===== config.mk =====
export PLATFORM = sky130hd
export DESIGN_NAME = range_change_coalescer_core
export DESIGN_NICKNAME = d
export VERILOG_FILES = /design/src/rtl/rcc_pkg.sv /design/src/rtl/range_change_coalescer_core.sv /design/src/rtl/rcc_front.sv /design/src/rtl/rcc_queue.sv /design/src/rtl/rcc_back.sv
export SDC_FILE = /design/constraint.sdc
export NUM_CORES = 1
export LEC_CHECK = 0
export BUFFER_PORTS_ARGS = -buffer_cell sky130_fd_sc_hd__buf_2
export CAP_MARGIN = 20
export CORE_MARGIN = 4
export CORE_UTILIZATION = 40
export DETAILED_ROUTE_END_ITERATION = 7
export PLACE_DENSITY = 0.54
export SLEW_MARGIN = 10
export SYNTH_ARGS = -nofsm -noshare
export SYNTH_HDL_FRONTEND = slang
export SYNTH_SLANG_ARGS = --single-unit

===== constraint.sdc =====
create_clock -name aclk -period 16.1 [get_ports aclk]
set_input_delay 3.22 -clock aclk [delete_from_list [all_inputs] [get_ports aclk]]
set_output_delay 3.22 -clock aclk [all_outputs]
set_load 0.02 [all_outputs]

===== src/rtl/rcc_pkg.sv =====
// rcc_pkg: shared types, codes and helpers for the range change coalescer
// no dependencies; used by every module of the block
package rcc_pkg;

    // index width of starts and counts
    localparam int IDX_W = 24;

    // queue between front and back
    localparam int QUEUE_DEPTH = 2;
    localparam int QPTR_W      = (QUEUE_DEPTH > 1) ? $clog2(QUEUE_DEPTH) : 1;
    localparam int QCNT_W      = $clog2(QUEUE_DEPTH + 1);

    // input operation codes
    localparam logic [2:0] OP_MOD  = 3'd0;
    localparam logic [2:0] OP_ADD  = 3'd1;
    localparam logic [2:0] OP_REM  = 3'd2;
    localparam logic [2:0] OP_QUI  = 3'd3;
    localparam logic [2:0] OP_READ = 3'd4;

    // result kinds
    typedef enum logic [1:0] {
        KIND_MOD = 2'd0,
        KIND_ADD = 2'd1,
        KIND_REM = 2'd2,
        KIND_QUI = 2'd3
    } kind_t;

    // item classes produced by the front
    typedef enum logic [1:0] {
        CLS_CHANGE  = 2'd0,
        CLS_QUIESCE = 2'd1,
        CLS_READ    = 2'd2
    } cls_t;

    // classified item carried through the queue
    typedef struct packed {
        cls_t             cls;
        kind_t            kind;
        logic [IDX_W-1:0] start;
        logic [IDX_W-1:0] count;
    } item_t;

    // one result item
    typedef struct packed {
        kind_t            kind;
        logic [IDX_W-1:0] start;
        logic [IDX_W-1:0] count;
        logic             last;
    } result_t;

    // saturate a grown count to the index range
    function automatic logic [IDX_W-1:0] sat_count(input logic [IDX_W:0] x);
        logic [IDX_W-1:0] r;
        if (x[IDX_W]) begin
            r = {IDX_W{1'b1}};
        end else begin
            r = x[IDX_W-1:0];
        end
        return r;
    endfunction

endpackage


===== src/rtl/range_change_coalescer_core.sv =====
// range_change_coalescer_core: items pass the front stage register, the queue and the result buffer in order
// throughput one input per cycle while results are taken; a quiesce with a change pending yields two
// results, written together into the two-entry result buffer in the back
// sustained rate is set by the single record update per cycle in the back part
// aresetn synchronous active low: clears pending and sent records, queue and buffers
// depends on rcc_pkg, rcc_front, rcc_queue, rcc_back
module range_change_coalescer_core (
    input  logic                      aclk,
    input  logic                      aresetn,
    input  logic                      s_valid,
    output logic                      s_ready,
    input  logic [2:0]                s_op,
    input  logic [rcc_pkg::IDX_W-1:0] s_range_start,
    input  logic [rcc_pkg::IDX_W-1:0] s_range_count,
    output logic                      m_valid,
    input  logic                      m_ready,
    output logic [1:0]                m_kind,
    output logic [rcc_pkg::IDX_W-1:0] m_out_start,
    output logic [rcc_pkg::IDX_W-1:0] m_out_count,
    output logic                      m_last
);

    logic           f_valid, f_ready;
    rcc_pkg::item_t f_item;
    logic           q_valid, q_ready;
    rcc_pkg::item_t q_item;

    // decode and classify
    rcc_front u_front (
        .aclk          (aclk),
        .aresetn       (aresetn),
        .s_valid       (s_valid),
        .s_ready       (s_ready),
        .s_op          (s_op),
        .s_range_start (s_range_start),
        .s_range_count (s_range_count),
        .item_valid    (f_valid),
        .item_ready    (f_ready),
        .item          (f_item)
    );

    // decoupling queue
    rcc_queue u_queue (
        .aclk      (aclk),
        .aresetn   (aresetn),
        .in_valid  (f_valid),
        .in_ready  (f_ready),
        .in_item   (f_item),
        .out_valid (q_valid),
        .out_ready (q_ready),
        .out_item  (q_item)
    );

    // coalescing and result output
    rcc_back u_back (
        .aclk        (aclk),
        .aresetn     (aresetn),
        .item_valid  (q_valid),
        .item_ready  (q_ready),
        .item        (q_item),
        .m_valid     (m_valid),
        .m_ready     (m_ready),
        .m_kind      (m_kind),
        .m_out_start (m_out_start),
        .m_out_count (m_out_count),
        .m_last      (m_last)
    );

endmodule


===== src/rtl/rcc_front.sv =====
// rcc_front: input register stage that decodes and classifies events
// depends on rcc_pkg; feeds rcc_queue
module rcc_front (
    input  logic                     aclk,
    input  logic                     aresetn,
    input  logic                     s_valid,
    output logic                     s_ready,
    input  logic [2:0]               s_op,
    input  logic [rcc_pkg::IDX_W-1:0] s_range_start,
    input  logic [rcc_pkg::IDX_W-1:0] s_range_count,
    output logic                     item_valid,
    input  logic                     item_ready,
    output rcc_pkg::item_t           item
);

    logic           valid_reg;
    logic           valid_next;
    rcc_pkg::item_t item_reg;
    rcc_pkg::item_t item_next;
    logic           useful;
    logic           cnt_zero;

    assign s_ready    = !valid_reg || item_ready;
    assign item_valid = valid_reg;
    assign item       = item_reg;
    assign cnt_zero   = (s_range_count == '0);

    // classify; zero-count changes and reads and unknown ops are dropped here
    always_comb begin
        useful          = 1'b0;
        item_next       = item_reg;
        item_next.start = s_range_start;
        item_next.count = s_range_count;
        item_next.kind  = rcc_pkg::kind_t'(s_op[1:0]);
        item_next.cls   = rcc_pkg::CLS_CHANGE;
        unique case (s_op)
            rcc_pkg::OP_MOD, rcc_pkg::OP_ADD, rcc_pkg::OP_REM: begin
                useful = !cnt_zero;
            end
            rcc_pkg::OP_QUI: begin
                useful        = 1'b1;
                item_next.cls = rcc_pkg::CLS_QUIESCE;
            end
            rcc_pkg::OP_READ: begin
                useful        = !cnt_zero;
                item_next.cls = rcc_pkg::CLS_READ;
            end
            default: begin
                useful = 1'b0;
            end
        endcase
    end

    // stage register
    always_comb begin
        valid_next = valid_reg;
        if (s_ready) begin
            valid_next = s_valid && useful;
        end
    end

    always_ff @(posedge aclk) begin
        if (!aresetn) begin
            valid_reg <= 1'b0;
        end else begin
            valid_reg <= valid_next;
        end
    end

    always_ff @(posedge aclk) begin
        if (s_ready && s_valid && useful) begin
            item_reg <= item_next;
        end
    end

endmodule


===== src/rtl/rcc_queue.sv =====
// rcc_queue: short register queue of classified items between front and back
// depends on rcc_pkg
module rcc_queue (
    input  logic           aclk,
    input  logic           aresetn,
    input  logic           in_valid,
    output logic           in_ready,
    input  rcc_pkg::item_t in_item,
    output logic           out_valid,
    input  logic           out_ready,
    output rcc_pkg::item_t out_item
);

    rcc_pkg::item_t                    entry_reg [rcc_pkg::QUEUE_DEPTH];
    logic [rcc_pkg::QPTR_W-1:0]        wr_ptr_reg;
    logic [rcc_pkg::QPTR_W-1:0]        wr_ptr_next;
    logic [rcc_pkg::QPTR_W-1:0]        rd_ptr_reg;
    logic [rcc_pkg::QPTR_W-1:0]        rd_ptr_next;
    logic [rcc_pkg::QCNT_W-1:0]        cnt_reg;
    logic [rcc_pkg::QCNT_W-1:0]        cnt_next;
    logic                              push;
    logic                              pop;

    assign in_ready  = (cnt_reg != rcc_pkg::QCNT_W'(rcc_pkg::QUEUE_DEPTH));
    assign out_valid = (cnt_reg != '0);
    assign out_item  = entry_reg[rd_ptr_reg];
    assign push      = in_valid && in_ready;
    assign pop       = out_valid && out_ready;

    // pointer and fill count update
    always_comb begin
        wr_ptr_next = wr_ptr_reg;
        rd_ptr_next = rd_ptr_reg;
        cnt_next    = cnt_reg;
        if (push) begin
            if (wr_ptr_reg == rcc_pkg::QPTR_W'(rcc_pkg::QUEUE_DEPTH - 1)) begin
                wr_ptr_next = '0;
            end else begin
                wr_ptr_next = wr_ptr_reg + 1'b1;
            end
        end
        if (pop) begin
            if (rd_ptr_reg == rcc_pkg::QPTR_W'(rcc_pkg::QUEUE_DEPTH - 1)) begin
                rd_ptr_next = '0;
            end else begin
                rd_ptr_next = rd_ptr_reg + 1'b1;
            end
        end
        if (push && !pop) begin
            cnt_next = cnt_reg + 1'b1;
        end else if (pop && !push) begin
            cnt_next = cnt_reg - 1'b1;
        end
    end

    always_ff @(posedge aclk) begin
        if (!aresetn) begin
            wr_ptr_reg <= '0;
            rd_ptr_reg <= '0;
            cnt_reg    <= '0;
        end else begin
            wr_ptr_reg <= wr_ptr_next;
            rd_ptr_reg <= rd_ptr_next;
            cnt_reg    <= cnt_next;
        end
    end

    // entry storage
    always_ff @(posedge aclk) begin
        if (push) begin
            entry_reg[wr_ptr_reg] <= in_item;
        end
    end

endmodule


===== src/rtl/rcc_back.sv =====
// rcc_back: pending/sent change records, merge rules and the result buffer
// depends on rcc_pkg; takes items from rcc_queue
module rcc_back (
    input  logic                      aclk,
    input  logic                      aresetn,
    input  logic                      item_valid,
    output logic                      item_ready,
    input  rcc_pkg::item_t            item,
    output logic                      m_valid,
    input  logic                      m_ready,
    output logic [1:0]                m_kind,
    output logic [rcc_pkg::IDX_W-1:0] m_out_start,
    output logic [rcc_pkg::IDX_W-1:0] m_out_count,
    output logic                      m_last
);

    localparam int W = rcc_pkg::IDX_W;

    // change records
    rcc_pkg::kind_t pend_kind_reg,  pend_kind_next;
    logic [W-1:0]   pend_start_reg, pend_start_next;
    logic [W-1:0]   pend_count_reg, pend_count_next;
    rcc_pkg::kind_t sent_kind_reg,  sent_kind_next;
    logic [W-1:0]   sent_start_reg, sent_start_next;
    logic [W-1:0]   sent_count_reg, sent_count_next;

    // two-entry result buffer
    rcc_pkg::result_t res_reg [2];
    logic             head_reg, head_next;
    logic [1:0]       cnt_reg,  cnt_next;
    logic [0:0]       tail0;
    logic [0:0]       tail1;

    // per-item results
    rcc_pkg::result_t r0, r1;
    logic [1:0]       n_res;
    logic [1:0]       free;
    logic             out_pop;
    logic             take;

    // arithmetic on the held records
    logic [W:0] p_end, n_end, sent_end, cnt_sum, m_end, m_span;
    logic [W-1:0] m_start;
    logic       mod_ok, add_ok, rem_ok, ra_ok, merge_ok, redundant, pend_any;
    logic       overlap;
    rcc_pkg::kind_t sk_eff;
    logic [W-1:0]   ss_eff, sc_eff;
    logic [W:0]     se_eff;

    assign out_pop     = m_valid && m_ready;
    assign m_valid     = (cnt_reg != 2'd0);
    assign m_kind      = res_reg[head_reg].kind;
    assign m_out_start = res_reg[head_reg].start;
    assign m_out_count = res_reg[head_reg].count;
    assign m_last      = res_reg[head_reg].last;
    assign free        = 2'd2 - cnt_reg + {1'b0, out_pop};
    assign take        = item_valid && (n_res <= free);
    assign item_ready  = (n_res <= free);
    assign tail0       = head_reg ^ cnt_reg[0];
    assign tail1       = ~tail0;

    // merge conditions against the pending record, redundancy check against the sent record
    always_comb begin
        pend_any = (pend_count_reg != '0);
        p_end    = {1'b0, pend_start_reg} + {1'b0, pend_count_reg};
        n_end    = {1'b0, item.start} + {1'b0, item.count};
        sent_end = {1'b0, sent_start_reg} + {1'b0, sent_count_reg};
        cnt_sum  = {1'b0, pend_count_reg} + {1'b0, item.count};
        m_start  = (item.start < pend_start_reg) ? item.start : pend_start_reg;
        m_end    = (n_end > p_end) ? n_end : p_end;
        m_span   = m_end - {1'b0, m_start};
        mod_ok   = (m_span <= cnt_sum);
        if (item.start >= pend_start_reg) begin
            add_ok = ({1'b0, item.start} <= p_end);
            rem_ok = (item.start == pend_start_reg);
        end else begin
            add_ok = (n_end >= {1'b0, pend_start_reg});
            rem_ok = add_ok;
        end
        ra_ok = (pend_kind_reg == rcc_pkg::KIND_REM) && (item.kind == rcc_pkg::KIND_ADD)
                && (item.start == pend_start_reg) && (item.count == pend_count_reg);
        merge_ok = 1'b0;
        if (pend_kind_reg == item.kind) begin
            unique case (item.kind)
                rcc_pkg::KIND_MOD: merge_ok = mod_ok;
                rcc_pkg::KIND_ADD: merge_ok = add_ok;
                default:           merge_ok = rem_ok;
            endcase
        end
        merge_ok  = merge_ok || ra_ok;
        redundant = (sent_kind_reg == rcc_pkg::KIND_MOD) && (item.kind == rcc_pkg::KIND_MOD)
                    && (item.start >= sent_start_reg) && (n_end <= sent_end);
    end

    // record update and result selection
    always_comb begin
        pend_kind_next  = pend_kind_reg;
        pend_start_next = pend_start_reg;
        pend_count_next = pend_count_reg;
        sent_kind_next  = sent_kind_reg;
        sent_start_next = sent_start_reg;
        sent_count_next = sent_count_reg;
        r0.kind  = pend_kind_reg;
        r0.start = pend_start_reg;
        r0.count = pend_count_reg;
        r0.last  = 1'b1;
        r1.kind  = rcc_pkg::KIND_QUI;
        r1.start = '0;
        r1.count = '0;
        r1.last  = 1'b1;
        n_res    = 2'd0;
        sk_eff   = sent_kind_reg;
        ss_eff   = sent_start_reg;
        sc_eff   = sent_count_reg;
        overlap  = 1'b0;
        unique case (item.cls)
            rcc_pkg::CLS_CHANGE: begin
                if (!pend_any) begin
                    if (!redundant) begin
                        pend_kind_next  = item.kind;
                        pend_start_next = item.start;
                        pend_count_next = item.count;
                    end
                end else if (merge_ok) begin
                    if (ra_ok && !(pend_kind_reg == item.kind)) begin
                        pend_kind_next = rcc_pkg::KIND_MOD;
                    end else if (item.kind == rcc_pkg::KIND_MOD) begin
                        pend_start_next = m_start;
                        pend_count_next = rcc_pkg::sat_count(m_span);
                    end else begin
                        if (item.start < pend_start_reg) begin
                            pend_start_next = item.start;
                        end
                        pend_count_next = rcc_pkg::sat_count(cnt_sum);
                    end
                end else begin
                    // flush the pending change, the new one takes its place
                    n_res           = 2'd1;
                    sent_kind_next  = pend_kind_reg;
                    sent_start_next = pend_start_reg;
                    sent_count_next = pend_count_reg;
                    pend_kind_next  = item.kind;
                    pend_start_next = item.start;
                    pend_count_next = item.count;
                end
            end
            rcc_pkg::CLS_QUIESCE: begin
                if (pend_any) begin
                    n_res           = 2'd2;
                    r0.last         = 1'b0;
                    sent_kind_next  = pend_kind_reg;
                    sent_start_next = pend_start_reg;
                    sent_count_next = pend_count_reg;
                    pend_count_next = '0;
                end else begin
                    n_res = 2'd1;
                    r0    = r1;
                end
            end
            rcc_pkg::CLS_READ: begin
                if (pend_any) begin
                    n_res           = 2'd1;
                    sk_eff          = pend_kind_reg;
                    ss_eff          = pend_start_reg;
                    sc_eff          = pend_count_reg;
                    sent_kind_next  = pend_kind_reg;
                    sent_start_next = pend_start_reg;
                    pend_count_next = '0;
                end
                se_eff  = {1'b0, ss_eff} + {1'b0, sc_eff};
                overlap = ((ss_eff >= item.start) && ({1'b0, ss_eff} < n_end)) ||
                          ((item.start >= ss_eff) && ({1'b0, item.start} < se_eff));
                if ((sk_eff == rcc_pkg::KIND_MOD) && (sc_eff != '0) && overlap) begin
                    sent_count_next = '0;
                end else begin
                    sent_count_next = sc_eff;
                end
            end
            default: begin
                n_res = 2'd0;
            end
        endcase
        se_eff = {1'b0, ss_eff} + {1'b0, sc_eff};
    end

    // buffer pointers
    always_comb begin
        head_next = head_reg ^ out_pop;
        cnt_next  = cnt_reg - {1'b0, out_pop} + (take ? n_res : 2'd0);
    end

    always_ff @(posedge aclk) begin
        if (!aresetn) begin
            pend_kind_reg  <= rcc_pkg::KIND_MOD;
            pend_start_reg <= '0;
            pend_count_reg <= '0;
            sent_kind_reg  <= rcc_pkg::KIND_QUI;
            sent_start_reg <= '0;
            sent_count_reg <= '0;
            head_reg       <= 1'b0;
            cnt_reg        <= 2'd0;
        end else begin
            if (take) begin
                pend_kind_reg  <= pend_kind_next;
                pend_start_reg <= pend_start_next;
                pend_count_reg <= pend_count_next;
                sent_kind_reg  <= sent_kind_next;
                sent_start_reg <= sent_start_next;
                sent_count_reg <= sent_count_next;
            end
            head_reg <= head_next;
            cnt_reg  <= cnt_next;
        end
    end

    // result buffer writes at the tail
    always_ff @(posedge aclk) begin
        if (take && (n_res != 2'd0)) begin
            res_reg[tail0] <= r0;
        end
        if (take && (n_res == 2'd2)) begin
            res_reg[tail1] <= r1;
        end
    end

endmodule

* Word level (Yosys, flattened, before mapping)
Memories as Yosys holds them, arrays and structs flattened. A register that Yosys moved wholly into a read port is not among the register bits.
Index checks and enable logic that the tools add are counted.
Widths: inputs -> output; s select.
** Storage, ports and cells
- Logic and storage cells :: 182
- Input port bits :: 55
- Bits in writable memories :: 206
- Memories :: 2
- Flip-flop bits (word level) :: 160
- Output and inout bits :: 53
** Operators by class
- Order comparisons :: 13
- Equality and inequality tests :: 21
- $add $sub $neg :: 14
- Muxes and demuxes :: 63
- Reduce and logical (&&, ||, !) cells :: 50
- Bitwise gates (word level) :: 3
** Memory list
- u_queue.entry_reg :: words 2, bits a word 52, read ports 1, clocked after memory_dff 1, wr ports 1, line rcc_queue.sv:14 : rcc_pkg::item_t entry_reg [rcc_pkg::QUEUE_DEPTH];
- u_back.res_reg :: words 2, bits a word 51, read ports 1, clocked after memory_dff 1, wr ports 2, line rcc_back.sv:28 : rcc_pkg::result_t res_reg [2];
** Operators with widths (count)
- $mux 24 :: 22
- $add 24x24->25 :: 5
- $ge 24x24->1 :: 4
- $pmux 24 s2 :: 2
- $pmux 24 s3 :: 1
- $mux 51 :: 1
- $le 25x25->1 :: 2
- $lt 24x25->1 :: 2
- $mux 50 :: 1
- $eq 24x24->1 :: 2
- $reduce_bool 24->1 :: 2
- $mux 2 :: 13
- $ge 25x24->1 :: 1
- $gt 25x25->1 :: 1
- $le 24x25->1 :: 1
- $mux 25 :: 1
- $sub 25x24->25 :: 1
- $logic_not 24->1 :: 1
- $lt 24x24->1 :: 1
- $logic_and 1x1->1 :: 21
- $mux 1 :: 17
- $reduce_and 4->1 :: 4
- $reduce_bool 2->1 :: 5
- $ne 3x3->1 const B :: 3
- 30 further kinds :: 50

* Logic depth before layout (Yosys ltp)
- Depth after elaboration :: 16
- Depth in mapped cells :: 63
- Mapped depth without buffers :: 58

* Modules after synthesis
A second synthesis with hierarchy kept.
** Unflattened totals
- Cells, all modules :: 3066
- Area total of the unflattened synthesis :: 27879.2 sq um
** Modules (own cells, without submodules)
- rcc_back :: instances 1, area each 22192.5 sq um, cells each 2807
- rcc_queue :: instances 1, area each 3981.3 sq um, cells each 186
- rcc_front :: instances 1, area each 1705.4 sq um, cells each 73

* Worst setup path before layout
Ideal clock, no wire load.
- Path kind :: reg-to-reg
- From :: reg (tool-made name)
- To :: reg u_back.pend_count_reg[15]
- Required time :: 16.031 ns
- Arrival time :: 12.443 ns
- Setup slack :: 3.588 ns
- Stages on the path, launching flop included :: 64
- Cell sequence :: dfxtp_1 > buf_2 > buf_1 > clkbuf_1 > mux2i_1 > inv_1 > ha_1 > a21o_1 > a21oi_1 > o21bai_1 > a21o_1 > a21boi_0 > o21ai_0 > a21o_1 > a21oi_1 > xnor2_1 > ha_1 > a21o_1 > [... 28 more ...] > a41oi_1 > o31ai_1 > a21boi_1 > a21oi_1 > nor3_1 > a21o_1 > or2_2 > ha_1 > nor2b_1 > o21ai_0 > o21ai_0 > a211o_1 > nor2_4 > nand2_2 > or3_1 > clkbuf_1 > a311o_1 > o21ai_1
** RTL lines
- to (signal assigned) :: line rcc_back.sv:206 : pend_count_reg <= pend_count_next;
- to (decl) :: line rcc_back.sv:22 : logic [W-1:0] pend_count_reg, pend_count_next;

==> results.json <==
{
  "met2_usage": 0.4190,
  "fin_skew_ns": 0.02348,
  "ys_types": 98,
  "rsz0062_at_grt": "no",
  "cts_buffers": 46,
  "diodes": 0,
  "timing.rr.end": "u_back.pend_count_reg[7]",
  "leakagePower_nw": 13.01,
  "syn_area_sq_mm": 0.02766,
  "cp.arrival_ns": 15.49,
  "h-tree-depth": 2,
  "hold_buffers": 0,
  "finalSetupViolCount": 0,
  "cp_slowest_cell": "dfxtp_2",
  "synth_cells": 3003,
  "yosys-top-cells-area": "ha_1 (18%), edfxtp_1 (17%), dfxtp_1 (15%), a21oi_1 (4.8%), mux2_2 (3.1%)",
  "worstSkewPairLatency_ns": 0.58,
  "cts_num_sinks": 368,
  "critPathLaunchType": "flip-flop",
  "maxSlewHeadroom": 0.2392,
  "critical_path.max_fanout": 22,
  "coreArea_sq_mm": 0.06859,
  "largest_reg_flops": 104,
  "synthFlopType": "dfxtp_1",
  "routedWlPerCell_um": 25.42,
  "cts.clk_slew.worst_paths_ns": 0.06,
  "required_ns": 16.61,
  "viasPerCell": 5.952,
  "row_count": 96,
  "io_pins": 108,
  "critical_path_class": "reg2reg",
  "drt_first_iter_violations": 2075,
  "max_stage_delay_ns": 0.83,
  "yosys_warnings": 0,
  "areaGrowthSynthToFinish_pct": 11.80,
  "grtUsageTotal": 0.2730,
  "synth.most_common_cell": "ha_1",
  "place_congestion": 1.009,
  "grt_use_met1": 0.3700,
  "grt_pass1_wl_um": 151000,
  "first_global_vias": 23491,
  "drc": 0,
  "clockBufferDepth": 3,
  "dieArea_sq_mm": 0.07343,
  "min_path_type": "reg2reg",
  "fillers": 6532,
  "top_usage_layer": "met2",
  "io_buffers": 107,
  "die_h_um": 271.0,
  "critPathCaptureType": "flip-flop",
  "synth_top_cell_area_share": 0.1777,
  "hold_viol": 0,
  "worst_pin_slew_ns": 1.129,
  "fp.dieW_um": 271.0,
  "via_count": 24220,
  "synth_seq_cells": 368,
  "drv_cap": 0,
  "period_needed_ns": 14.98,
  "post_cts_buffers": 0,
  "syn_area_per_cell_sq_um": 9.212,
  "slew_violations": 0,
  "hpwlAfterDp_um": 81160,
  "whs_path_depth": 0,
  "postLayoutCoreUtil": 0.4509,
  "status": "complete, no violations",
  "synthTopCellsByCount": "ha_1 (393), a21oi_1 (268), dfxtp_1 (212)",
  "drtPass1Iterations": 5,
  "final_antenna_net_count": 0,
  "routed_wl_um": 103400,
  "worst-r2r-cell-count": 57,
  "synth_fp_nets": 3457,
  "cellPowerDensity_mw_per_mm2": 228.7,
  "clock.fmax_ghz": 0.06674,
  "drive_gt1_frac": 0.1185,
  "gr-total-overflow": 0,
  "start_util": 0.4033,
  "synth_edf_count": 156,
  "synth_top_cell_by_area": "ha_1",
  "seq_area_frac_synth": 0.3227,
  "worstHoldStart": "u_front.item[14]",
  "min_to": "u_queue.entry_reg[0][14]",
  "grt_use_met3": 0.04425,
  "min_period_over_period": 0.9306,
  "setup_tns_ns": 0,
  "r2r_setup_slack_ns": 1.12,
  "fin_nets": 3557,
  "vdd_drop_max_v": 0.0001423,
  "ys_async_sr_fraction": 0,
  "antenna_found_initial": 4,
  "grt_max_degree": 75,
  "cts_root_buffer": "clkbuf_16",
  "cts_tree": "built",
  "cts_resized": 0
}
[cells by family after synthesis]
kind of cell	count (synthesis)	synth area share
muxes	150	0.05771
xor gates and xnor gates	133	0.04211
buffers and inverters	305	0.04356
adders and majority gates	400	0.1825
DFF	368	0.3227
AOI/OAI and AO/OA	878	0.2133
and+or+nand+nor	769	0.1380
[metrics by stage]
stage | setup slack, ns | instances | power, W | cell area (sq um) | hold WS [ns]
after global routing | 0.07336 | 4069 | 0.007622 | 30930 | 0.4534
after detailed placement | 1.122 | 3982 | 0.005935 | 29360 | 0.4322
final | 1.117 | 4069 | 0.007073 | 30930 | 0.4410
after floorplan | 3.588 | 3003 | 0.004562 | 27660 | 0.4211
after global placement | 1.459 | 3980 | 0.005859 | 29350 | 0.4232
after CTS | 1.078 | 4065 | 0.007001 | 30860 | 0.4413
[power by group]
group | leakage, nW | internal (W) | switching, W | total, W
clock | 0.735 | 0.000603 | 0.000428 | 0.00103
combinational | 9.12 | 0.00176 | 0.00304 | 0.00480
sequential | 3.16 | 0.00111 | 0.000138 | 0.00124
total | 13.0 | 0.00347 | 0.00360 | 0.00707
[cell type report]
type / count / area [sq um] / area share
multi-input combinational: 2330 / 17590 / 0.5688
inverter: 187 / 701.9 / 0.02270
timing repair buffer: 170 / 1041 / 0.03366
clock inverter: 28 / 291.5 / 0.009426
clock buffer: 55 / 1205 / 0.03896
tap: 931 / 1165 / 0.03766
sequential: 368 / 8931 / 0.2888
[cells in the final DEF (no fill, tap or decap), drive strengths merged, types with 14 or more instances in the layout]
| cell | Yosys | routed |
|---|---|---|
| nand4b | 22 | 22 |
| nor2 | 208 | 208 |
| nand3 | 101 | 101 |
| nand4 | 45 | 45 |
| xnor2 | 66 | 66 |
| clkbuf | 77 | 56 |
| xor2 | 67 | 67 |
| buf | 41 | 169 |
| ha | 393 | 393 |
| mux2 | 76 | 76 |
| nor4 | 31 | 31 |
| a211oi | 43 | 43 |
| inv | 187 | 188 |
| a22o | 39 | 39 |
| nand2b | 49 | 49 |
| o21ai | 144 | 144 |
| o211ai | 16 | 16 |
| clkinv | 0 | 22 |
| edfxtp | 156 | 156 |
| a21oi | 269 | 269 |
| o31ai | 41 | 41 |
| o221ai | 23 | 23 |
| and3 | 14 | 14 |
| a21o | 90 | 90 |
| a2111oi | 14 | 14 |
| o31a | 21 | 21 |
| nand2 | 183 | 183 |
| a31oi | 32 | 32 |
| mux2i | 74 | 74 |
| dfxtp | 212 | 212 |
| o21bai | 26 | 26 |
| o21a | 42 | 42 |
| nor3 | 32 | 32 |
| nor2b | 33 | 33 |
[worst max-delay path, delay by kind of cell, from the launching register on]
kind | cells | cell delay [ns]
buf+inv | 4 | 1.17
mux | 2 | 0.87
compound gates | 33 | 7.61
xor+xnor | 1 | 0.37
flops | 1 | 0.83
simple gates | 12 | 2.54
fa+ha+maj | 5 | 1.45
[layer usage]
metal | up-vias | routed length [um]
met3 | 206 | 6997
met2 | 865 | 44220
li1 | 11415 | -
met5 | - | 12
met1 | 11732 | 45630
met4 | 2 | 6563
[how the worst max path moves through the flow]
stage / to / slack (ns) / startpoint / depth (start not counted)
global placement: u_back.sent_start_reg[0] / 1.46 / flip-flop / 54
global route: u_back.pend_count_reg[22] / 0.07 / flip-flop / 57
CTS: u_back.sent_start_reg[2] / 1.08 / flip-flop / 53
finish: u_back.pend_count_reg[7] / 1.12 / flip-flop / 57
detailed placement: u_back.sent_start_reg[14] / 1.12 / flip-flop / 53
floorplan: u_back.pend_count_reg[15] / 3.59 / flip-flop / 63
No activity file was read; power rests on OpenSTA's default activity.
